$ cat src/rtl/mqsb_pkg.sv
package mqsb_pkg;

    localparam int SLOTS_DEF      = 64;
    localparam int QUEUES_DEF     = 8;
    localparam int DATA_WIDTH_DEF = 32;

    // Fixed field widths of the stream words
    localparam int QID_W    = 3;
    localparam int VALUE_W  = 32;
    localparam int STATUS_W = 2;

    typedef enum logic {
        MODE_PUSH = 1'b0,
        MODE_POP  = 1'b1
    } t_mode;

    typedef enum logic [STATUS_W-1:0] {
        ST_OK        = 2'd0,
        ST_OVERFLOW  = 2'd1,
        ST_UNDERFLOW = 2'd2
    } t_status;

    typedef struct packed {
        t_status status;
        logic    pop_ok;
    } t_op_res;

endpackage

$ cat src/rtl/mqsb_ram.sv
module mqsb_ram #(
    parameter int WIDTH = 32,
    parameter int DEPTH = 64
) (
    input  logic                                       i_clk,
    input  logic                                       i_we,
    input  logic [((DEPTH > 1) ? $clog2(DEPTH) : 1)-1:0] i_waddr,
    input  logic [WIDTH-1:0]                           i_wdata,
    input  logic                                       i_re,
    input  logic [((DEPTH > 1) ? $clog2(DEPTH) : 1)-1:0] i_raddr,
    output logic [WIDTH-1:0]                           o_rdata
);

    logic [WIDTH-1:0] r_mem [DEPTH];
    logic [WIDTH-1:0] r_rdata;

    always_ff @(posedge i_clk) begin
        if (i_we) begin
            r_mem[i_waddr] <= i_wdata;
        end
        // hold the last read word until the next read
        if (i_re) begin
            r_rdata <= r_mem[i_raddr];
        end
    end

    assign o_rdata = r_rdata;

endmodule

$ cat src/rtl/mqsb_ctrl.sv
module mqsb_ctrl
    import mqsb_pkg::*;
#(
    parameter int SLOTS  = SLOTS_DEF,
    parameter int QUEUES = QUEUES_DEF
) (
    input  logic                       i_clk,
    input  logic                       i_rst_n,
    input  logic                       i_valid,
    input  logic                       i_mode,
    input  logic [QID_W-1:0]           i_queue_id,
    output t_op_res                    o_res,
    output logic                       o_link_we,
    output logic [$clog2(SLOTS)-1:0]   o_link_waddr,
    output logic [$clog2(SLOTS+1)-1:0] o_link_wdata,
    output logic                       o_link_re,
    output logic [$clog2(SLOTS)-1:0]   o_link_raddr,
    input  logic [$clog2(SLOTS+1)-1:0] i_link_rdata,
    output logic                       o_data_we,
    output logic [$clog2(SLOTS)-1:0]   o_data_waddr,
    output logic                       o_data_re,
    output logic [$clog2(SLOTS)-1:0]   o_data_raddr
);

    localparam int LW = $clog2(SLOTS + 1);
    localparam int IW = $clog2(SLOTS);
    localparam int QW = (QUEUES > 1) ? $clog2(QUEUES) : 1;
    localparam logic [LW-1:0] NIL  = LW'(SLOTS);
    localparam logic [LW-1:0] LAST = LW'(SLOTS - 1);

    // Free list: recycled chain in the link memory, then the untouched slots
    // from r_fill upward, which link implicitly to the next index.
    logic [LW-1:0] r_free_head, n_free_head;
    logic [LW-1:0] r_free_next, n_free_next;
    logic [LW-1:0] r_fill, n_fill;
    logic [LW-1:0] r_head  [QUEUES];
    logic [LW-1:0] n_head  [QUEUES];
    logic [LW-1:0] r_tail  [QUEUES];
    logic [LW-1:0] n_tail  [QUEUES];
    logic [LW-1:0] r_hnext [QUEUES];
    logic [LW-1:0] n_hnext [QUEUES];
    logic          r_pend_free, n_pend_free;
    logic          r_pend_q, n_pend_q;
    logic [QW-1:0] r_pend_qi, n_pend_qi;

    logic [7:0]    q_ext;
    logic [QW-1:0] qi;
    logic          q_ok;
    logic [LW-1:0] fh, fn, h, t, hn;
    logic          is_push, is_pop, push_ok, pop_ok;

    assign q_ext = {{(8 - QID_W){1'b0}}, i_queue_id};
    assign qi    = q_ext[QW-1:0];
    assign q_ok  = (q_ext < 8'(QUEUES));

    // The link word read last cycle is on the RAM output now; it is forwarded and stored in its prefetch register.
    assign fh = r_free_head;
    assign fn = r_pend_free ? i_link_rdata : r_free_next;
    assign h  = r_head[qi];
    assign t  = r_tail[qi];
    assign hn = (r_pend_q && (r_pend_qi == qi)) ? i_link_rdata : r_hnext[qi];

    assign is_push = i_valid && (t_mode'(i_mode) == MODE_PUSH);
    assign is_pop  = i_valid && (t_mode'(i_mode) == MODE_POP);
    assign push_ok = is_push && q_ok && (fh != NIL);
    assign pop_ok  = is_pop && q_ok && (h != NIL);

    always_comb begin
        n_free_head  = r_free_head;
        n_free_next  = r_free_next;
        n_fill       = r_fill;
        n_head       = r_head;
        n_tail       = r_tail;
        n_hnext      = r_hnext;
        n_pend_free  = 1'b0;
        n_pend_q     = 1'b0;
        n_pend_qi    = r_pend_qi;
        o_link_we    = 1'b0;
        o_link_waddr = '0;
        o_link_wdata = '0;
        o_link_re    = 1'b0;
        o_link_raddr = '0;
        o_data_we    = 1'b0;
        o_data_waddr = '0;
        o_data_re    = 1'b0;
        o_data_raddr = '0;

        if (r_pend_free) begin
            n_free_next = i_link_rdata;
        end
        if (r_pend_q) begin
            n_hnext[r_pend_qi] = i_link_rdata;
        end

        if (push_ok) begin
            o_data_we    = 1'b1;
            o_data_waddr = fh[IW-1:0];
            if (h == NIL) begin
                n_head[qi] = fh;
            end else begin
                o_link_we    = 1'b1;
                o_link_waddr = t[IW-1:0];
                o_link_wdata = fh;
                // single item queue: its head link is the one just written
                if (h == t) begin
                    n_hnext[qi] = fh;
                end
            end
            n_tail[qi]  = fh;
            n_free_head = fn;
            if (fh == r_fill) begin
                n_fill = r_fill + LW'(1);
            end
            if (fn != NIL) begin
                if (fn >= r_fill) begin
                    n_free_next = (fn == LAST) ? NIL : fn + LW'(1);
                end else begin
                    o_link_re    = 1'b1;
                    o_link_raddr = fn[IW-1:0];
                    n_pend_free  = 1'b1;
                end
            end
        end

        if (pop_ok) begin
            o_data_re    = 1'b1;
            o_data_raddr = h[IW-1:0];
            o_link_we    = 1'b1;
            o_link_waddr = h[IW-1:0];
            o_link_wdata = fh;
            n_free_head  = h;
            n_free_next  = fh;
            if (h == t) begin
                n_head[qi] = NIL;
                n_tail[qi] = NIL;
            end else begin
                n_head[qi] = hn;
                // prefetch the link of the new head unless it is the tail
                if (hn != t) begin
                    o_link_re    = 1'b1;
                    o_link_raddr = hn[IW-1:0];
                    n_pend_q     = 1'b1;
                    n_pend_qi    = qi;
                end
            end
        end
    end

    always_comb begin
        o_res.pop_ok = pop_ok;
        if (is_push && !push_ok) begin
            o_res.status = ST_OVERFLOW;
        end else if (is_pop && !pop_ok) begin
            o_res.status = ST_UNDERFLOW;
        end else begin
            o_res.status = ST_OK;
        end
    end

    always_ff @(posedge i_clk) begin
        if (!i_rst_n) begin
            r_free_head <= '0;
            r_free_next <= LW'(1);
            r_fill      <= '0;
            r_pend_free <= 1'b0;
            r_pend_q    <= 1'b0;
            r_pend_qi   <= '0;
            for (int i = 0; i < QUEUES; i++) begin
                r_head[i] <= NIL;
                r_tail[i] <= NIL;
            end
        end else begin
            r_free_head <= n_free_head;
            r_free_next <= n_free_next;
            r_fill      <= n_fill;
            r_pend_free <= n_pend_free;
            r_pend_q    <= n_pend_q;
            r_pend_qi   <= n_pend_qi;
            r_head      <= n_head;
            r_tail      <= n_tail;
        end
    end

    always_ff @(posedge i_clk) begin
        r_hnext <= n_hnext;
    end

endmodule

$ cat src/rtl/multi_queue_shared_buffer_core.sv
// A result word is registered and appears in the cycle after its input word is taken.
// Throughput: one word per cycle; the input stalls only in reset or while a result waits.
// Free-list and head links are prefetched from the link RAM, one read a cycle.
// Reset (synchronous, active low) empties all queues and the result register and holds
// s_tready low; unused slots are tracked by a fill count, so no clearing pass is needed.
module multi_queue_shared_buffer_core
    import mqsb_pkg::*;
#(
    parameter int SLOTS      = SLOTS_DEF,
    parameter int QUEUES     = QUEUES_DEF,
    parameter int DATA_WIDTH = DATA_WIDTH_DEF
) (
    input  logic        i_clk,
    input  logic        i_rst_n,
    input  logic        s_tvalid,
    output logic        s_tready,
    input  logic [39:0] s_tdata,   // queue_id [2:0], value [34:3], zero [39:35]
    input  logic [0:0]  s_tuser,   // mode [0]
    output logic        m_tvalid,
    input  logic        m_tready,
    output logic [39:0] m_tdata    // status [1:0], data [33:2], zero [39:34]
);

    localparam int LW = $clog2(SLOTS + 1);
    localparam int IW = $clog2(SLOTS);

    logic                  accept;
    t_op_res               res;
    logic                  link_we, link_re, data_we, data_re;
    logic [IW-1:0]         link_waddr, link_raddr, data_waddr, data_raddr;
    logic [LW-1:0]         link_wdata, link_rdata;
    logic [63:0]           value_ext, rd_ext;
    logic [DATA_WIDTH-1:0] data_wdata, data_rdata;

    logic    r_out_valid;
    t_status r_status;
    logic    r_pop_ok;

    // hold the input off while reset is asserted
    assign s_tready = i_rst_n && (!r_out_valid || m_tready);
    assign accept   = s_tvalid && s_tready;

    mqsb_ctrl #(
        .SLOTS  (SLOTS),
        .QUEUES (QUEUES)
    ) u_ctrl (
        .i_clk        (i_clk),
        .i_rst_n      (i_rst_n),
        .i_valid      (accept),
        .i_mode       (s_tuser[0]),
        .i_queue_id   (s_tdata[QID_W-1:0]),
        .o_res        (res),
        .o_link_we    (link_we),
        .o_link_waddr (link_waddr),
        .o_link_wdata (link_wdata),
        .o_link_re    (link_re),
        .o_link_raddr (link_raddr),
        .i_link_rdata (link_rdata),
        .o_data_we    (data_we),
        .o_data_waddr (data_waddr),
        .o_data_re    (data_re),
        .o_data_raddr (data_raddr)
    );

    mqsb_ram #(
        .WIDTH (LW),
        .DEPTH (SLOTS)
    ) u_link_ram (
        .i_clk   (i_clk),
        .i_we    (link_we),
        .i_waddr (link_waddr),
        .i_wdata (link_wdata),
        .i_re    (link_re),
        .i_raddr (link_raddr),
        .o_rdata (link_rdata)
    );

    assign value_ext  = {32'b0, s_tdata[QID_W +: VALUE_W]};
    assign data_wdata = value_ext[DATA_WIDTH-1:0];

    mqsb_ram #(
        .WIDTH (DATA_WIDTH),
        .DEPTH (SLOTS)
    ) u_data_ram (
        .i_clk   (i_clk),
        .i_we    (data_we),
        .i_waddr (data_waddr),
        .i_wdata (data_wdata),
        .i_re    (data_re),
        .i_raddr (data_raddr),
        .o_rdata (data_rdata)
    );

    always_ff @(posedge i_clk) begin
        if (!i_rst_n) begin
            r_out_valid <= 1'b0;
        end else if (accept) begin
            r_out_valid <= 1'b1;
        end else if (m_tready) begin
            r_out_valid <= 1'b0;
        end
    end

    always_ff @(posedge i_clk) begin
        if (accept) begin
            r_status <= res.status;
            r_pop_ok <= res.pop_ok;
        end
    end

    // the data RAM holds its read word while the result waits
    assign rd_ext   = 64'(data_rdata);
    assign m_tvalid = r_out_valid;
    assign m_tdata  = {6'b0, (r_pop_ok ? rd_ext[VALUE_W-1:0] : {VALUE_W{1'b0}}), r_status};

endmodule

$ cat config.mk
export PLATFORM = sky130hd
export DESIGN_NAME = multi_queue_shared_buffer_core
export DESIGN_NICKNAME = d
export VERILOG_FILES = /design/src/rtl/mqsb_pkg.sv /design/src/rtl/mqsb_ram.sv /design/src/rtl/mqsb_ctrl.sv /design/src/rtl/multi_queue_shared_buffer_core.sv
export SDC_FILE = /design/constraint.sdc
export NUM_CORES = 2
export LEC_CHECK = 0
export BUFFER_PORTS_ARGS = -buffer_cell sky130_fd_sc_hd__buf_2
export CORE_UTILIZATION = 35
export DETAILED_ROUTE_END_ITERATION = 12
export PLACE_DENSITY = 0.63
export SETUP_SLACK_MARGIN = 0.02
export SYNTH_ARGS = -nofsm -noshare
export SYNTH_HDL_FRONTEND = slang
export SYNTH_SLANG_ARGS = --single-unit
$ cat constraint.sdc
create_clock -name i_clk -period 4.05 [get_ports i_clk]
set_input_delay 0 -clock i_clk [delete_from_list [all_inputs] [get_ports i_clk]]
set_output_delay 0 -clock i_clk [all_outputs]
set_load 0.01 [all_outputs]
# Word level (Yosys, flattened, before mapping)
# Memories as Yosys holds them, arrays and structs flattened. A register that Yosys moved wholly into a read port is not among the register bits.
# Cells that the tools add are included.
# totals
in_bits,45
ramBits,2496
ff_bits,198
n_memories,2
# op_classes
bitwise_logic,11
mux,72
n_addsub,2
eq_ne,9
order_cmp,6
n_reduce_logical,22
# memory_table
name,depth,word_bits,read_ports,rd_clocked_by_memory_dff,wr,line_no,rtl
u_data_ram.r_mem,64,32,1,1,1,mqsb_ram.sv:14,logic [WIDTH-1:0] r_mem [DEPTH];
u_link_ram.r_mem,64,7,1,1,1,mqsb_ram.sv:14,
# op_table
cell,count
56-bit two-way mux,11
56-bit bitwise mux,5
7-bit two-way mux,20
48-bit bitwise AND,2
6-bit two-way mux,11
7-bit binary-select mux with 3-bit select,3
48-bit NOT,1
7-bit demux with 3-bit select,2
32-bit two-way mux,1
"7-bit inequality test, second input constant",3
1-bit two-way mux,18
8-bit bitwise OR,2
"7-bit by 1-bit adder with 7-bit output, second input constant",2
7-bit equality test,2
1-bit logical AND,13
"4-bit >= comparator, second input constant",2
"4-bit by 1-bit < comparator with 1-bit output, second input constant",2
3-bit NOT with 4-bit output,2
"7-bit by 6-bit equality test with 1-bit output, second input constant",1
"7-bit equality test, second input constant",1
7-bit >= comparator,1
7-bit inequality test,1
"3-bit by 4-bit < comparator with 1-bit output, second input constant",1
1-bit NOT,4
8 further kinds,11

# Longest topological paths before layout
# depth
word_depth,11
ltp_mapped,24

# Hierarchy
# Synthesis repeated with hierarchy kept, for this count alone.
# unflattened
cells_unflattened,5323
hier_area_um2,107585.7
# by_module_without_submodules
mod,area_each_um2,n_inst,cells_per_inst
mqsb_ram at u_data_ram,78835.6,1,3324
mqsb_ram at u_link_ram,17705.7,1,827
mqsb_ctrl,10600.2,1,1121
multi_queue_shared_buffer_core,444.2,1,51

# Worst setup path before layout
# No wires, ideal clock.
# synth_path
kind,register to register
start,register u_ctrl.r_pend_free
end,"register u_link_ram.r_rdata[5] (netlist: u_link_ram.o_rdata[5]), read port of u_link_ram.r_mem, data pin"
path_buffers,3
synth_period_minus_slack_ns,4.098
setup_slack_ns,-0.048
path_stages_with_launch,20
arrival_time_ns,3.827
cell_sequence,dfxtp_1 clkbuf_1 mux2i_1 ha_1 nand2b_1 a21o_1 a21o_1 a21oi_1 o21ai_0 nand2b_1 inv_1 nand2_1 a21boi_1 buf_4 buf_6 nor2_1 nand2_1 o2111a_1 a2111oi_0 nor4_1
# synth_via
elab_chain_len,8
word_cells_on_any_way,15
classes_between,order compare (1); eq/ne (1); mux (13)
# synth_lines
element,line_no,rtl
from (decl),mqsb_ctrl.sv:42,"logic r_pend_free, n_pend_free;"
from (signal assigned),mqsb_ctrl.sv:176,r_pend_free <= n_pend_free;
7-bit two-way mux (*),mqsb_ctrl.sv:58,assign fn = r_pend_free ? i_link_rdata : r_free_next;
7-bit >= comparator,mqsb_ctrl.sv:115,if (fn >= r_fill) begin
6-bit two-way mux or 1-bit two-way mux (tied branches),mqsb_ctrl.sv:115,
6-bit two-way mux or 1-bit two-way mux (tied branches) (2 in a row),n/a,
6-bit two-way mux or 1-bit two-way mux (tied branches),mqsb_ctrl.sv:139,if (hn != t) begin
6-bit two-way mux or 1-bit two-way mux (tied branches),mqsb_ctrl.sv:133,if (h == t) begin
6-bit two-way mux or 1-bit two-way mux (tied branches),mqsb_ctrl.sv:125,if (pop_ok) begin
to (decl),mqsb_ram.sv:15,logic [WIDTH-1:0] r_rdata;
# Mark *: on every way between the ends. The rest lies on a longest branch, timed or not.
# A chain may end at the register's enable or synchronous reset.

# Worst setup path after layout
# layout_path
start,register u_ctrl.r_hnext[6] in the netlist's numbering
end,"register u_link_ram.r_rdata[0] (netlist: u_link_ram.o_rdata[0]), read port of u_link_ram.r_mem, data pin"
# layout_via
elab_chain_len,8
word_cells_on_any_way,11
classes_between,eq/ne (1); mux (10)
# layout_lines
element,line_no,rtl
from (decl),mqsb_ctrl.sv:40,logic [LW-1:0] r_hnext [QUEUES];
from (signal assigned),mqsb_ctrl.sv:185,r_hnext <= n_hnext;
7-bit binary-select mux with 3-bit select (*),mqsb_ctrl.sv:61,assign hn = (r_pend_q && (r_pend_qi == qi)) ? i_link_rdata : r_hnext[qi];
7-bit two-way mux (not written as such) (*) (2 in a row),mqsb_ctrl.sv:61,
7-bit two-way mux (*),mqsb_ctrl.sv:61,
7-bit inequality test (*),mqsb_ctrl.sv:139,
6-bit two-way mux or 1-bit two-way mux (tied branches),mqsb_ctrl.sv:139,
6-bit two-way mux or 1-bit two-way mux (tied branches),mqsb_ctrl.sv:133,
6-bit two-way mux or 1-bit two-way mux (tied branches),mqsb_ctrl.sv:125,
# Mark *: on every way between the ends. The rest lies on a longest branch, timed or not. The select of a mux whose other input is x is not followed.

==> impl_results.md <==
* Status: finished with violations
* Violated checks: setup timing
* Chip width at 562 µm
* Register bit total from synthesis at 2733
* Reg power frac at 52.8%
* CP startpoint kind: register
* RSZ-0062 raised after global routing: yes
* CP most frequent cell: buf_12
* Area grow syn2layout at 19.1%
* Hpwl dp at between 150000 and 200000 µm
* Core ar. at around 310000 µm²
* First-pass GRT wire length at ~480000 µm
* Initial core utilization at approximately a third
* Clock power share at 42.9%
* Ports at 87
* Tmin final at between 4 and 5 ns
* Final worst slack at -0.0731 ns
* Number of H-tree levels at 5
* DRC at 0
* Final wirelength at 330000 µm
* Synth cell types at 74
* Worst path slowest cell: mux4_2
* Hold Vio Cnt, Final at 0
* Top cells by count, synth: edfxtp_1 (2538), nand2_1 (1266), clkbuf_1 (491)
* Vias in the first global route at ~70000
* Share of cells above drive strength 1 at approximately 17%
* Psw at about 12 mW
* Critical Path Max Stage Delay at between 0.4 and 0.5 ns
* Power Dens Cells at roughly 450 nW/µm²
* CTS sink cnt at 2733
* Yosys top cell area share at 69.5%
* P_int at roughly 46 mW
* PortBufs at 75
* Multi-input gate area at between 20000 and 30000 µm²
* Final Cell Area at 131000 µm²
* Sequential area share after synthesis at roughly 73%
* Yosys warning count at 0
* DR vias/cell at around 5.7
* Post-DP Area at ~120000 µm²
* Worst Skew at between 0.07 and 0.08 ns
* Top_reg_cell synth: edfxtp_1
* Tot Pwr at slightly below 60 mW
* # fillers at roughly 28000
* Slew @ Worst Pin at 1.15 ns
* VDD IR-drop max at approximately 0.37 mV
* Req. time, crit path at around 4.7 ns
* Netlist Area Pre-Place at between 100000 and 150000 µm²
* Data arrival, critical path at 4.72 ns
* Gr ovfl total at 0
* Synth Instances at a little under 8000
* Cell with the most instances after synthesis: edfxtp_1
* Post-synth top area cell: edfxtp_1
* GP Congestion at 0.903
* Die footprint at ~320000 µm²
* WHS at 0.0693 ns
* Pin count of the biggest net entering global routing at approximately 120
* Num rows at roughly 210
* Slew margin rel. at between 20 and 25%
* Period utilization at 102%
* CTS max path bufs at 4
* F_max at roughly 0.24 GHz
* Mean area per synthesized cell at between 10 and 15 µm²
* Crit Path Max Fanout at 7
* CTS clk-pin slew, worst paths at around 0.060 ns
* Storage element area at 80100 µm²
* MaxCap Viol Count at 0
* HP Class: in -> reg
* Setup TNS at -0.385 ns
* TritonCTS buffer count at between 200 and 300
* Die Y at between 500 and 600 µm
* Final setup viols at 7
* Initial DRC Count at a little under 9000
* Max Slew Vio Count at 0
* Worst-path cell chain: mux4_2 -> mux2_4 -> xnor2_1 -> or3_4 -> a2111oi_4 -> buf_4 -> a21o_4 -> inv_6 -> a21boi_4 -> buf_12 -> buf_12 -> mux2_2 -> a22oi_2 -> o2111ai_2 -> a31oi_2 -> o311ai_2
* Leak at around 43 nW
* Drt wl/cell at around 26 µm
* Core Util, Final at 41.9%
* Endpoint class of the critical path: register
* Crit path kind: reg -> reg
* First drt pass iteration count at 6
* Antenna violations before repair at 17
* Final ANT Viol Nets at 0
* CTS tree: built
* Asr flop ratio synth at 0%
* Net Sw Frac at about a fifth
* CTS root buf: clkbuf_16
* Comb pwr share at under 10%
* Total number of vias at roughly 72000
* Clock insertion delay at the later pin of the skew report at 0.89 ns
* Final-stage net count at between 8000 and 9000
* Post-synth EDFFs at between 2000 and 3000
* Gr usage total at just over 20%
* Largest cells by area after synthesis: edfxtp_1 (69%), nand2_1 (4.3%), dfxtp_1 (3.6%)
==> timing repair <==
| item | in CTS | in global routing |
|---|---|---|
| buffers inserted | 9 | 7 |
| setup endpoints to repair | 12 | 14 |
| hold buffers | 42 | 0 |
| gates cloned | 3 | 2 |
| pin swaps | 16 | 34 |
| resized for setup | 62 | 47 |
| hold endpoints to repair | 1876 | 0 |
==> cell families (layout without fill, tap and decap cells) <==
| family | after synthesis | in the layout | share of synthesized area (%) |
|---|---|---|---|
| other | 1 | 9 | 0.00342 |
| xor gates and xnor gates | 33 | 33 | 0.264 |
| AOI/OAI and AO/OA | 1816 | 1816 | 11.6 |
| adders and majority gates | 10 | 10 | 0.114 |
| and+or+nand+nor | 2268 | 2268 | 9.16 |
| DFF | 2733 | 2733 | 73.0 |
| buffers and inverters | 627 | 1419 | 2.34 |
| muxes | 337 | 337 | 3.43 |
==> placed cells by master (no fill, tap or decap), types with 162 or more instances in the layout <==
cell type | synthesis | layout
o221ai_1 | 241 | 241
nor2_1 | 250 | 180
dfxtp_1 | 195 | 193
mux2i_1 | 266 | 261
and2_1 | 310 | 303
a21oi_1 | 453 | 437
buf_4 | 20 | 658
a31oi_1 | 167 | 162
clkbuf_16 | 0 | 291
a211oi_1 | 360 | 358
a311oi_1 | 230 | 230
nand2_1 | 1266 | 1261
nand3_1 | 170 | 170
edfxtp_1 | 2538 | 2538
==> registers in the layout (all words and copies together), names as in the netlist, 3 cells and up <==
signal              flops
u_ctrl.fh               7
u_ctrl.r_fill           7
u_ctrl.r_free_next      7
u_ctrl.r_head          56
u_ctrl.r_hnext         56
u_ctrl.r_pend_qi        3
u_ctrl.r_tail          56
u_data_ram.o_rdata     32
u_data_ram.r_mem     2048
u_link_ram.o_rdata      7
u_link_ram.r_mem      448
==> stage by stage <==
stage	std cells	setup WS, ns
after floorplan	7830	0.0626
after global placement	12200	-0.806
after detailed placement	12200	-0.762
after CTS	12800	0.00320
after global routing	12800	-0.221
final	12800	-0.0731
==> per-layer routing <==
metal	vias up	wire length [µm]	track usage, %
met5	-	57	0
met4	8	11400	7.12
met3	565	28900	3.20
met2	3567	155000	32.7
met1	36700	134000	27.6
li1	31500	-	-
==> power by group through the flow <==
stage,sequential (mW),clock (mW),combinational [mW]
after global routing,31.0,26.4,2.65
after detailed placement,31.6,0,2.34
after CTS,31.0,25.4,2.46
final,31.0,25.1,2.52
after global placement,31.6,0,2.30
after floorplan,31.6,0,1.08
==> area by class of cell <==
cell class	instances	share of cell area [%]
sequential	2733	61.3
multi-input combinational	4470	21.5
tap	4140	3.96
timing repair buffer	911	6.46
antenna	3	0.00575
inverter	25	0.0757
clock buffer	351	5.74
clock inverter	132	0.918
==> worst paths after layout <==
path                          start                     to  slack, ns  cells after the start
setup reg to reg  u_ctrl.r_hnext[6]  u_link_ram.o_rdata[0]      -0.07                     16
hold / removal             m_tready               m_tvalid       0.07                      4
hold reg to reg   u_ctrl.r_tail[47]      u_ctrl.r_tail[47]       0.46                      2
setup / recovery  u_ctrl.r_hnext[6]  u_link_ram.o_rdata[0]      -0.07                     16
==> worst max-delay path, delay by kind of cell (launching register included) <==
kind            cells  cell delay, ns
buf+inv             4            0.50
xor+xnor            1            0.13
compound gates      7            1.45
flops               1            0.31
simple gates        1            0.40
mux                 3            1.12
Power figures use the tool's default switching activity.
